[config.mk]
export PLATFORM = sky130hd
export DESIGN_NAME = pcg32_bounded_random_generator_unit_flat
export DESIGN_NICKNAME = d
export VERILOG_FILES = /design/src/pcg32_pkg.sv /design/src/pcg32_req_if.sv /design/src/pcg32_rsp_if.sv /design/src/pcg32_bounded_random_generator_unit.sv /design/src/flat_wrapper.sv
export SDC_FILE = /design/constraint.sdc
export NUM_CORES = 2
export LEC_CHECK = 0
export BUFFER_PORTS_ARGS = -buffer_cell sky130_fd_sc_hd__clkbuf_2
export CORE_ASPECT_RATIO = 0.9
export CORE_MARGIN = 2
export CORE_UTILIZATION = 55
export CTS_CLUSTER_SIZE = 40
export DETAILED_ROUTE_END_ITERATION = 16
export GPL_TIMING_DRIVEN = 0
export PLACE_DENSITY_LB_ADDON = 0.05
export SYNTH_ARGS = -nofsm -noshare
export SYNTH_HDL_FRONTEND = slang
export SYNTH_SLANG_ARGS = --single-unit
[constraint.sdc]
create_clock -name clk_i -period 25.2 [get_ports clk_i]
set_input_delay 3.78 -clock clk_i [delete_from_list [all_inputs] [get_ports clk_i]]
set_output_delay 3.78 -clock clk_i [all_outputs]
set_load 0.01 [all_outputs]
[src/pcg32_pkg.sv]
`timescale 1ns / 1ps
`default_nettype none
// ----------------------------------------------------------------------------
// pcg32_pkg
// Types, constants and helper functions of the PCG32 bounded random unit.
// ----------------------------------------------------------------------------
package pcg32_pkg;

  localparam int unsigned KindW  = 2;
  localparam int unsigned WordW  = 64;
  localparam int unsigned HalfW  = 32;
  localparam int unsigned DivCntW = 6;

  // SplitMix64 seed mixing
  localparam logic [WordW-1:0] MIX_GAMMA = 64'h9E37_79B9_7F4A_7C15;
  localparam logic [WordW-1:0] MIX_MUL_A = 64'hBF58_476D_1CE4_E5B9;
  localparam logic [WordW-1:0] MIX_MUL_B = 64'h94D0_49BB_1331_11EB;

  // LCG step
  localparam logic [WordW-1:0] LCG_MUL = 64'd6364136223846793005;
  localparam logic [WordW-1:0] LCG_INC = 64'd1;

  // divider iteration counts (last index)
  localparam logic [DivCntW-1:0] DIV_LAST_SMALL = 6'd31;
  localparam logic [DivCntW-1:0] DIV_LAST_LARGE = 6'd63;

  typedef enum logic [KindW-1:0] {
    KIND_DRAW32  = 2'd0,
    KIND_DRAW64  = 2'd1,
    KIND_BOUNDED = 2'd2
  } kind_e;

  typedef enum logic [3:0] {
    S_MIX0,
    S_MUL_MIXA,
    S_MUL_MIXB,
    S_IDLE,
    S_DIV_THR,
    S_DRAW,
    S_MUL_LCG,
    S_NEXT,
    S_DIV_VAL,
    S_DONE
  } state_e;

  // XSH-RR output permutation of the pre-step state
  function automatic logic [HalfW-1:0] xsh_rr(input logic [WordW-1:0] s);
    logic [WordW-1:0] mixed;
    logic [HalfW-1:0] x;
    logic [4:0]       rot;
    logic [WordW-1:0] dbl;
    mixed = ((s >> 18) ^ s) >> 27;
    x     = mixed[HalfW-1:0];
    rot   = s[63:59];
    dbl   = {x, x} >> rot;
    return dbl[HalfW-1:0];
  endfunction

endpackage
`default_nettype wire

[src/pcg32_req_if.sv]
`timescale 1ns / 1ps
`default_nettype none
// ----------------------------------------------------------------------------
// pcg32_req_if
// Request channel: valid/ready handshake with request kind and bound.
// ----------------------------------------------------------------------------
interface pcg32_req_if
  import pcg32_pkg::*;
();
  logic             valid;
  logic             ready;
  logic [KindW-1:0] kind;
  logic [WordW-1:0] bound;

  modport source (output valid, output kind, output bound, input ready);
  modport sink   (input valid, input kind, input bound, output ready);
endinterface
`default_nettype wire

[src/pcg32_rsp_if.sv]
`timescale 1ns / 1ps
`default_nettype none
// ----------------------------------------------------------------------------
// pcg32_rsp_if
// Result channel: valid/ready handshake with random value and error flag.
// ----------------------------------------------------------------------------
interface pcg32_rsp_if
  import pcg32_pkg::*;
();
  logic             valid;
  logic             ready;
  logic [WordW-1:0] value;
  logic             bad_bound;

  modport source (output valid, output value, output bad_bound, input ready);
  modport sink   (input valid, input value, input bad_bound, output ready);
endinterface
`default_nettype wire

[src/pcg32_bounded_random_generator_unit.sv]
`timescale 1ns / 1ps
`default_nettype none
// ----------------------------------------------------------------------------
// pcg32_bounded_random_generator_unit
// PCG32 XSH-RR generator with SplitMix64 seeding and rejection-sampled
// bounded draws, built around one 32x32 multiplier and one radix-2 divider.
// ----------------------------------------------------------------------------
// Each 32-bit draw steps the LCG state on the shared 32x32 multiplier; 64-bit
//   items and bounded items with bounds of 2^32 or more take two draws per word.
// Bounded item: two remainders on the bit-serial divider (a 32-bit one for bounds
//   below 2^32, a 64-bit one otherwise) plus the candidate draws, redrawn on rejection.
// One item at a time; the result register holds until taken.
// Reset and every seed write run the seed mix; no item accepted meanwhile.
module pcg32_bounded_random_generator_unit
  import pcg32_pkg::*;
(
  input  wire logic             clk_i,
  input  wire logic             rst_ni,
  input  wire logic             cfg_we_i,
  input  wire logic [WordW-1:0] cfg_wdata_i,
  pcg32_req_if.sink             req_i,
  pcg32_rsp_if.source           rsp_o
);

  state_e state_q, state_d;

  logic [WordW-1:0]   seed_q, seed_d;
  logic [WordW-1:0]   gen_q, gen_d;
  kind_e              kind_q, kind_d;
  logic [WordW-1:0]   bound_q, bound_d;
  logic               small_q, small_d;
  logic               two_q, two_d;
  logic               second_q, second_d;
  logic [WordW-1:0]   w_q, w_d;
  logic [WordW-1:0]   thr_q, thr_d;
  logic [WordW-1:0]   value_q, value_d;
  logic               bad_q, bad_d;

  // shared multiplier
  logic [WordW-1:0]   op_a_q, op_a_d;
  logic [WordW-1:0]   op_b_q, op_b_d;
  logic [WordW-1:0]   pp_q, pp_d;
  logic [WordW-1:0]   acc_q, acc_d;
  logic [1:0]         mcnt_q, mcnt_d;
  logic [HalfW-1:0]   mul_x, mul_y;
  logic [WordW-1:0]   mul_res;
  logic               mul_last;

  // shared divider
  logic [WordW-1:0]   rem_q, rem_d;
  logic [WordW-1:0]   n_q, n_d;
  logic [DivCntW-1:0] dcnt_q, dcnt_d;
  logic [WordW:0]     div_trial;
  logic               div_ge;
  logic [WordW:0]     div_diff;
  logic [WordW-1:0]   div_rem;
  logic               div_last;

  logic               req_fire;
  logic               in_small;
  logic [WordW-1:0]   mix_z;
  logic [WordW-1:0]   cand;
  logic               cand_low;
  logic               need_more;

  assign req_i.ready     = (state_q == S_IDLE);
  assign rsp_o.valid     = (state_q == S_DONE);
  assign rsp_o.value     = value_q;
  assign rsp_o.bad_bound = bad_q;

  assign req_fire  = req_i.valid && (state_q == S_IDLE);
  assign in_small  = (req_i.bound[WordW-1:HalfW] == '0);
  assign mix_z     = seed_q + MIX_GAMMA;
  assign need_more = two_q && !second_q;
  assign cand      = small_q ? {{HalfW{1'b0}}, w_q[HalfW-1:0]} : w_q;
  assign cand_low  = (cand < thr_q);

  // low 64 bits of op_a * op_b from three 32x32 partial products
  always_comb begin
    unique case (mcnt_q)
      2'd0:    begin mul_x = op_a_q[HalfW-1:0];     mul_y = op_b_q[HalfW-1:0];     end
      2'd1:    begin mul_x = op_a_q[HalfW-1:0];     mul_y = op_b_q[WordW-1:HalfW]; end
      2'd2:    begin mul_x = op_a_q[WordW-1:HalfW]; mul_y = op_b_q[HalfW-1:0];     end
      default: begin mul_x = '0;                    mul_y = '0;                    end
    endcase
  end

  assign pp_d     = mul_x * mul_y;
  assign mul_res  = acc_q + {pp_q[HalfW-1:0], {HalfW{1'b0}}};
  assign mul_last = (mcnt_q == 2'd3);

  // restoring remainder, one bit per cycle
  assign div_trial = {rem_q, n_q[WordW-1]};
  assign div_ge    = (div_trial >= {1'b0, bound_q});
  assign div_diff  = div_trial - {1'b0, bound_q};
  assign div_rem   = div_ge ? div_diff[WordW-1:0] : div_trial[WordW-1:0];
  assign div_last  = (dcnt_q == '0);

  // next state
  always_comb begin
    state_d = state_q;
    unique case (state_q)
      S_MIX0:     state_d = S_MUL_MIXA;
      S_MUL_MIXA: if (mul_last) state_d = S_MUL_MIXB;
      S_MUL_MIXB: if (mul_last) state_d = S_IDLE;
      S_IDLE: begin
        if (req_fire) begin
          case (kind_e'(req_i.kind))
            KIND_DRAW32, KIND_DRAW64: state_d = S_DRAW;
            KIND_BOUNDED: state_d = (req_i.bound == '0) ? S_DONE : S_DIV_THR;
            default:      state_d = S_DONE;
          endcase
        end
      end
      S_DIV_THR:  if (div_last) state_d = S_DRAW;
      S_DRAW:     state_d = S_MUL_LCG;
      S_MUL_LCG:  if (mul_last) state_d = S_NEXT;
      S_NEXT: begin
        if (need_more) begin
          state_d = S_DRAW;
        end else if (kind_q == KIND_BOUNDED) begin
          state_d = cand_low ? S_DRAW : S_DIV_VAL;
        end else begin
          state_d = S_DONE;
        end
      end
      S_DIV_VAL:  if (div_last) state_d = S_DONE;
      S_DONE:     if (rsp_o.ready) state_d = S_IDLE;
      default:    state_d = S_IDLE;
    endcase
    // a seed write restarts the mix from the new seed
    if (cfg_we_i) state_d = S_MIX0;
  end

  // datapath
  always_comb begin
    seed_d   = seed_q;
    gen_d    = gen_q;
    kind_d   = kind_q;
    bound_d  = bound_q;
    small_d  = small_q;
    two_d    = two_q;
    second_d = second_q;
    w_d      = w_q;
    thr_d    = thr_q;
    value_d  = value_q;
    bad_d    = bad_q;
    op_a_d   = op_a_q;
    op_b_d   = op_b_q;
    acc_d    = (mcnt_q == 2'd1) ? pp_q : mul_res;
    mcnt_d   = mcnt_q;
    rem_d    = rem_q;
    n_d      = n_q;
    dcnt_d   = dcnt_q;

    unique case (state_q)
      S_MIX0: begin
        op_a_d = mix_z ^ (mix_z >> 30);
        op_b_d = MIX_MUL_A;
        mcnt_d = '0;
      end
      S_MUL_MIXA: begin
        mcnt_d = mcnt_q + 2'd1;
        if (mul_last) begin
          op_a_d = mul_res ^ (mul_res >> 27);
          op_b_d = MIX_MUL_B;
        end
      end
      S_MUL_MIXB: begin
        mcnt_d = mcnt_q + 2'd1;
        if (mul_last) gen_d = mul_res ^ (mul_res >> 31);
      end
      S_IDLE: begin
        if (req_fire) begin
          kind_d   = kind_e'(req_i.kind);
          bound_d  = req_i.bound;
          small_d  = in_small;
          two_d    = (kind_e'(req_i.kind) == KIND_DRAW64) ||
                     ((kind_e'(req_i.kind) == KIND_BOUNDED) && !in_small);
          second_d = 1'b0;
          value_d  = '0;
          bad_d    = (kind_e'(req_i.kind) == KIND_BOUNDED) && (req_i.bound == '0);
          // threshold = (2^N - bound) mod bound
          rem_d    = '0;
          if (in_small) begin
            n_d    = {(HalfW'(0) - req_i.bound[HalfW-1:0]), {HalfW{1'b0}}};
            dcnt_d = DIV_LAST_SMALL;
          end else begin
            n_d    = '0 - req_i.bound;
            dcnt_d = DIV_LAST_LARGE;
          end
        end
      end
      S_DIV_THR: begin
        rem_d  = div_rem;
        n_d    = n_q << 1;
        dcnt_d = dcnt_q - 1'b1;
        if (div_last) thr_d = div_rem;
      end
      S_DRAW: begin
        w_d    = {w_q[HalfW-1:0], xsh_rr(gen_q)};
        op_a_d = gen_q;
        op_b_d = LCG_MUL;
        mcnt_d = '0;
      end
      S_MUL_LCG: begin
        mcnt_d = mcnt_q + 2'd1;
        if (mul_last) gen_d = mul_res + LCG_INC;
      end
      S_NEXT: begin
        second_d = need_more;
        if (!need_more) begin
          case (kind_q)
            KIND_DRAW32: value_d = {{HalfW{1'b0}}, w_q[HalfW-1:0]};
            KIND_DRAW64: value_d = w_q;
            KIND_BOUNDED: begin
              if (!cand_low) begin
                rem_d = '0;
                if (small_q) begin
                  n_d    = {cand[HalfW-1:0], {HalfW{1'b0}}};
                  dcnt_d = DIV_LAST_SMALL;
                end else begin
                  n_d    = cand;
                  dcnt_d = DIV_LAST_LARGE;
                end
              end
            end
            default: value_d = '0;
          endcase
        end
      end
      S_DIV_VAL: begin
        rem_d  = div_rem;
        n_d    = n_q << 1;
        dcnt_d = dcnt_q - 1'b1;
        if (div_last) value_d = div_rem;
      end
      S_DONE: begin
      end
      default: begin
      end
    endcase

    if (cfg_we_i) seed_d = cfg_wdata_i;
  end

  always_ff @(posedge clk_i or negedge rst_ni) begin
    if (!rst_ni) begin
      state_q  <= S_MIX0;
      seed_q   <= '0;
      second_q <= 1'b0;
      mcnt_q   <= '0;
      dcnt_q   <= '0;
    end else begin
      state_q  <= state_d;
      seed_q   <= seed_d;
      second_q <= second_d;
      mcnt_q   <= mcnt_d;
      dcnt_q   <= dcnt_d;
    end
  end

  always_ff @(posedge clk_i) begin
    gen_q   <= gen_d;
    kind_q  <= kind_d;
    bound_q <= bound_d;
    small_q <= small_d;
    two_q   <= two_d;
    w_q     <= w_d;
    thr_q   <= thr_d;
    value_q <= value_d;
    bad_q   <= bad_d;
    op_a_q  <= op_a_d;
    op_b_q  <= op_b_d;
    pp_q    <= pp_d;
    acc_q   <= acc_d;
    rem_q   <= rem_d;
    n_q     <= n_d;
  end

endmodule
`default_nettype wire

[src/flat_wrapper.sv]
// flat-port wrapper written by rule: the top's interface ports become plain ports
module pcg32_bounded_random_generator_unit_flat import pcg32_pkg::*;
  (clk_i, rst_ni, cfg_we_i, cfg_wdata_i, req_i_valid, req_i_kind, req_i_bound, req_i_ready, rsp_o_valid, rsp_o_value, rsp_o_bad_bound, rsp_o_ready);
  pcg32_req_if req_i_i ();
  pcg32_rsp_if rsp_o_i ();
  input  wire logic clk_i;
  input  wire logic rst_ni;
  input  wire logic cfg_we_i;
  input  wire logic [WordW-1:0] cfg_wdata_i;
  input wire logic [$bits(req_i_i.valid)-1:0] req_i_valid;
  input wire logic [$bits(req_i_i.kind)-1:0] req_i_kind;
  input wire logic [$bits(req_i_i.bound)-1:0] req_i_bound;
  output wire logic [$bits(req_i_i.ready)-1:0] req_i_ready;
  output wire logic [$bits(rsp_o_i.valid)-1:0] rsp_o_valid;
  output wire logic [$bits(rsp_o_i.value)-1:0] rsp_o_value;
  output wire logic [$bits(rsp_o_i.bad_bound)-1:0] rsp_o_bad_bound;
  input wire logic [$bits(rsp_o_i.ready)-1:0] rsp_o_ready;
  assign req_i_i.valid = req_i_valid;
  assign req_i_i.kind = req_i_kind;
  assign req_i_i.bound = req_i_bound;
  assign req_i_ready = req_i_i.ready;
  assign rsp_o_valid = rsp_o_i.valid;
  assign rsp_o_value = rsp_o_i.value;
  assign rsp_o_bad_bound = rsp_o_i.bad_bound;
  assign rsp_o_i.ready = rsp_o_ready;
  pcg32_bounded_random_generator_unit u_core (.clk_i(clk_i), .rst_ni(rst_ni), .cfg_we_i(cfg_we_i), .cfg_wdata_i(cfg_wdata_i), .req_i(req_i_i), .rsp_o(rsp_o_i));
endmodule
Word level (Yosys, flattened, before mapping)
Cells that the tools add are included.
{ "totals": {"ff_bits": 786, "out_inout_bits": 67, "inputBits": 135} }
{ "classes": {"eq_ne": 32, "magnitude_cmp": 2, "reduce_logical": 34, "shifts": 1, "add_sub_neg": 8, "mux": 52, "n_mul": 1, "bitwise_logic": 4} }
{ "ops": {"columns": ["cell", "count"], "rows": [
  ["64-bit 2-to-1 mux", 19],
  ["64-bit case mux with 3 select lines", 6],
  ["32-bit case mux with 2 select lines", 2],
  ["64-bit case mux with 2 select lines", 1],
  ["65-bit by 64-bit >= comparator with 1-bit output", 1],
  ["64-bit by 1-bit adder with 64-bit output, second input constant", 1],
  ["64-bit adder", 1],
  ["64-bit adder, second input constant", 1],
  ["64-bit logical NOT", 1],
  ["64-bit less-than comparator", 1],
  ["32-bit by 32-bit multiplier with 64-bit output", 1],
  ["64-bit by 5-bit >> shifter with 32-bit output", 1],
  ["1-bit by 64-bit subtractor with 64-bit output, first input constant", 1],
  ["64-bit subtractor", 1],
  ["64-bit by 33-bit XOR with 64-bit output", 1],
  ["64-bit by 34-bit XOR with 64-bit output", 1],
  ["64-bit by 37-bit XOR with 64-bit output", 1],
  ["46-bit by 59-bit XOR with 59-bit output", 1],
  ["4-bit 2-to-1 mux", 12],
  ["4-bit case mux with 10 select lines", 1],
  ["6-bit 2-to-1 mux", 6],
  ["32-bit logical NOT", 1],
  ["1-bit by 32-bit subtractor with 32-bit output, first input constant", 1],
  ["3-bit by 2-bit != test with 1-bit output, second input constant", 7],
  ["other kinds (29)", 64]
]} }

Longest topological paths before layout
{ "depth": {"ltp_word": 7, "ltp_mapped": 38} }

Least setup slack after synthesis
No wires, ideal clock.
{ "synth_path": {"path_kind": "input-to-reg", "start": "input port req_i_valid", "end": "register u_core.dcnt_q[0]", "setup_slack_ps": 11657, "path_buffers": 0, "path_stages": 4, "arrival_time_ps": 13429, "path_cell_list": "and2_1 -> nor2_1 -> a2bb2oi_1 -> mux2_2"} }
{ "synth_between": {"elab_chain_cells": 3} }
{ "synth_lines": {"columns": ["element", "line", "rtl"], "rows": [
  ["start, declared", "flat_wrapper.sv:10", "input wire logic [$bits(req_i_i.valid)-1:0] req_i_valid;"],
  ["1-bit logical AND", "pcg32_bounded_random_generator_unit.sv:71", "assign req_fire = req_i.valid && (state_q == S_IDLE);"],
  ["2-bit by 1-bit != test with 1-bit output (no source line)", null, null],
  ["5-bit AND reduction (no source line)", null, null],
  ["end signal, assigned", "pcg32_bounded_random_generator_unit.sv:259", "dcnt_q <= dcnt_d;"],
  ["end, declared", "pcg32_bounded_random_generator_unit.sv:52", "logic [DivCntW-1:0] dcnt_q, dcnt_d;"]
]} }
Every way passes these cells.
A chain may end at the register's enable or synchronous reset.

Worst setup path after layout
{ "layout_path": {"start": "register u_core.mcnt_q[0]", "end": "register u_core.pp_q[63]"} }
{ "layout_between": {"elab_chain_cells": 4, "word_cells_on_any_way": 8, "cone_classes": "mul: 1; eq/ne: 2; mux: 2; reduce/logical: 3"} }
{ "layout_lines": {"columns": ["element", "line", "rtl"], "rows": [
  ["start, declared", "pcg32_bounded_random_generator_unit.sv:44", "logic [1:0] mcnt_q, mcnt_d;"],
  ["start signal, assigned", "pcg32_bounded_random_generator_unit.sv:258", "mcnt_q <= mcnt_d;"],
  ["2-bit by 1-bit equality test with 1-bit output (tied with other cells)", "pcg32_bounded_random_generator_unit.sv:80", "unique case (mcnt_q)"],
  ["2-bit OR reduction (no source line)", null, null],
  ["32-bit case mux with 2 select lines", "pcg32_bounded_random_generator_unit.sv:80", null],
  ["32-bit by 32-bit multiplier with 64-bit output (*)", "pcg32_bounded_random_generator_unit.sv:88", "assign pp_d = mul_x * mul_y;"],
  ["net u_core.pp_d[63]", "pcg32_bounded_random_generator_unit.sv:42", "logic [WordW-1:0] pp_q, pp_d;"],
  ["end signal, assigned", "pcg32_bounded_random_generator_unit.sv:275", "pp_q <= pp_d;"],
  ["end, declared", "pcg32_bounded_random_generator_unit.sv:42", null]
]} }
Mark *: on every way through the listed nets, which the timed path passes. The rest lies on a longest branch.

==> impl_metrics.yaml <==
clock_network:
  clock_sink_count: 728
  insertion_delay_ns: 0.69
  cts_max_level: 3
  max-clock-path-buffers: 3
  post_cts_buffers: 0
  cts_tree: "done"
  clock-root-buffer: "clkbuf_16"
  path_clk_slew_ns: 0.06
  hold_buffers: 0
  cts_buffers: 77
  cts-resized-gates: 0
sta:
  relSlewSlack: -0.05197
  maxSlewViolCount: 57
  skew_ns: 0.02440
  rsz0062_at_grt: "no"
  max_freq_mhz: 73.37
  fin_crit_sh: 0.5409
  worst_pin_slew_ns: 1.578
  hold_violations: 0
  setup_tns_ns: 0
  fin_crit_ns: 13.63
  setup_viol_count_final: 0
place:
  dp_hpwl_um: 240100
  dpl.cell_count: 9471
  gp_congestion: 1.156
  place_area_sq_mm: 0.07645
  io_buffers: 200
min_path:
  hold_start: "u_core.pp_q[34]"
  hold_path_class: "reg2reg"
global_routing:
  antenna_found_initial: 19
  grt_pass1_vias: 58490
  grt_pass1_wl_um: 411900
  grt_start_max_net_pins: 65
  grt.overflow.total: 0
  track_usage: 0.4327
die:
  start_util: 0.5531
  die_area_sq_mm: 0.1345
  core_sq_mm: 0.1309
  ios: 202
  dieHeight_um: 348.1
  die_w_um: 386.4
  rows: 126
yosys:
  ys_types: 94
  seq_area_frac_synth: 0.2834
  ys.flop_type: "edfxtp_1"
  avgSynthCellArea_sq_um: 9.654
  syn_inst: 7497
  synth.area.top_cells: "fa_1 (24%), edfxtp_1 (23%), ha_1 (8.0%)"
  synth-seq-cells: 728
  ys_async_sr_fraction: 0.1058
  post-synth-top-count-cell: "inv_1"
  syn_nets: 8958
  synth_largest_area_cell: "fa_1"
  synth_common_cells: "inv_1 (1215), fa_1 (866), nor2_1 (799)"
  synth-edff-count: 555
  synth_top_area_frac: 0.2395
  ys_warn_count: 0
  synth_area_sq_mm: 0.07238
worst_setup_path:
  rrSetupSlack_ns: 11.57
  worst-path-max-fanout: 11
  ff2ff_path_depth: 29
  r2r_start: "u_core.mcnt_q[0]"
  reg2reg_to: "u_core.pp_q[63]"
  critPathKind: "reg2reg"
  critPathLaunchType: "register"
  endpoint_kind: "register"
  slowest_delay_ns: 1.02
  critPathSlowestCell: "clkbuf_1"
  required_ns: 25.74
  crit_arrival_ns: 14.17
  path_common_cell: "fa_1"
  setup.worst_path.start: "u_core.mcnt_q[0]"
  critPathCapture: "u_core.pp_q[63]"
route:
  num_vias: 59980
  drtAntennaViolNets: 0
  vias_per_cell: 6.233
  wire_per_inst_um: 30.17
  drt-total-wl_um: 290300
  drtIter0Drc: 7671
  dr.pass1.iters: 6
  drc: 0
final_layout:
  fillers: 11440
  final_cell_area_sq_mm: 0.07894
  fin_cells: 9623
  drive_gt1_frac: 0.07102
  fin_nets: 9284
  syn_to_final_growth_pct: 9.070
  regArea_sq_mm: 0.02051
  multi_input_area_sq_mm: 0.04619
run_status:
  status: "complete, but fails checks"
  violations: "capacitance limit, slew limit"
run:
  maxCapViolCount: 5
-- worst min-delay path by stage --
stage                       endpoint  slack (ns)  cells after the start
floorplan           u_core.acc_q[38]        0.41                      2
global placement    u_core.acc_q[39]        0.43                      2
detailed placement  u_core.acc_q[53]        0.44                      2
CTS                 u_core.acc_q[53]        0.46                      2
global route        u_core.acc_q[36]        0.47                      1
finish              u_core.acc_q[34]        0.46                      1
-- metrics by stage --
step | hold slack, ns | setup WS, ns | utilization
2_1_floorplan | 0.4056 | 11.66 | -
3_3_place_gp | 0.4329 | 5.469 | 0.5773
3_5_place_dp | 0.4358 | 12.25 | 0.5843
4_1_cts | 0.4558 | 12.18 | 0.6030
5_1_grt | 0.4722 | 11.39 | 0.6031
6_report | 0.4553 | 11.57 | 0.6033
-- cell usage in the layout (no fill, tap or decap), drive strengths merged, types with 55 or more instances in the layout --
master,instances
mux2,86
nor2,802
ha,460
xor2,133
o21ai,327
buf,88
mux2i,109
dfrtp,77
and2,62
dfxtp,96
clkbuf,583
a21o,122
a21oi,329
fa,866
nand4,64
nand3,65
nand2,632
nand2b,55
inv,1223
edfxtp,555
xnor2,271
nor2b,64
nor3,79
a22oi,104
-- metal layers --
| metal | vias to the layer above | track usage | part of all wire | wire length, um |
|---|---|---|---|---|
| li1 | 25470 | - | - | - |
| met1 | 29750 | 0.6033 | 0.40 | 116400 |
| met2 | 4029 | 0.5688 | 0.39 | 112100 |
| met5 | - | 0.01089 | 0.0014 | 404 |
| met3 | 704 | 0.2137 | 0.16 | 47130 |
| met4 | 30 | 0.1692 | 0.049 | 14220 |
-- area by class of cell --
cell class / count / area share
Antenna cell: 10 / 0.0003170
Buffer: 318 / 0.01537
Inverter: 1234 / 0.05867
Clock buffer: 106 / 0.02747
Tap cell: 1728 / 0.02739
Timing Repair Buffer: 247 / 0.02232
Multi-Input combinational cell: 5217 / 0.5850
Clock inverter: 35 / 0.003550
Sequential cell: 728 / 0.2599
-- cells by family (layout without fill, tap and decap cells) --
| family | after synthesis | after routing | synth area share |
|---|---|---|---|
| compound gates | 1263 | 1263 | 0.1122 |
| mux | 199 | 199 | 0.02970 |
| flops | 728 | 728 | 0.2834 |
| xor+xnor | 405 | 405 | 0.04920 |
| fa+ha+maj | 1326 | 1326 | 0.3190 |
| simple gates | 2024 | 2024 | 0.1257 |
| buf+inv | 1552 | 1940 | 0.08071 |
| other cells | 0 | 10 | 0 |
-- worst max-delay path, delay by kind of cell, from the launching register on --
| family | cells | cell delay, ns |
|---|---|---|
| compound gates | 3 | 0.88 |
| xor+xnor | 1 | 0.11 |
| fa+ha+maj | 10 | 4.96 |
| buf+inv | 8 | 4.34 |
| flops | 1 | 0.52 |
| simple gates | 7 | 2.66 |
Power is not shown: default switching activity piles up to over one toggle a cycle in this logic, so the estimate is an artifact.
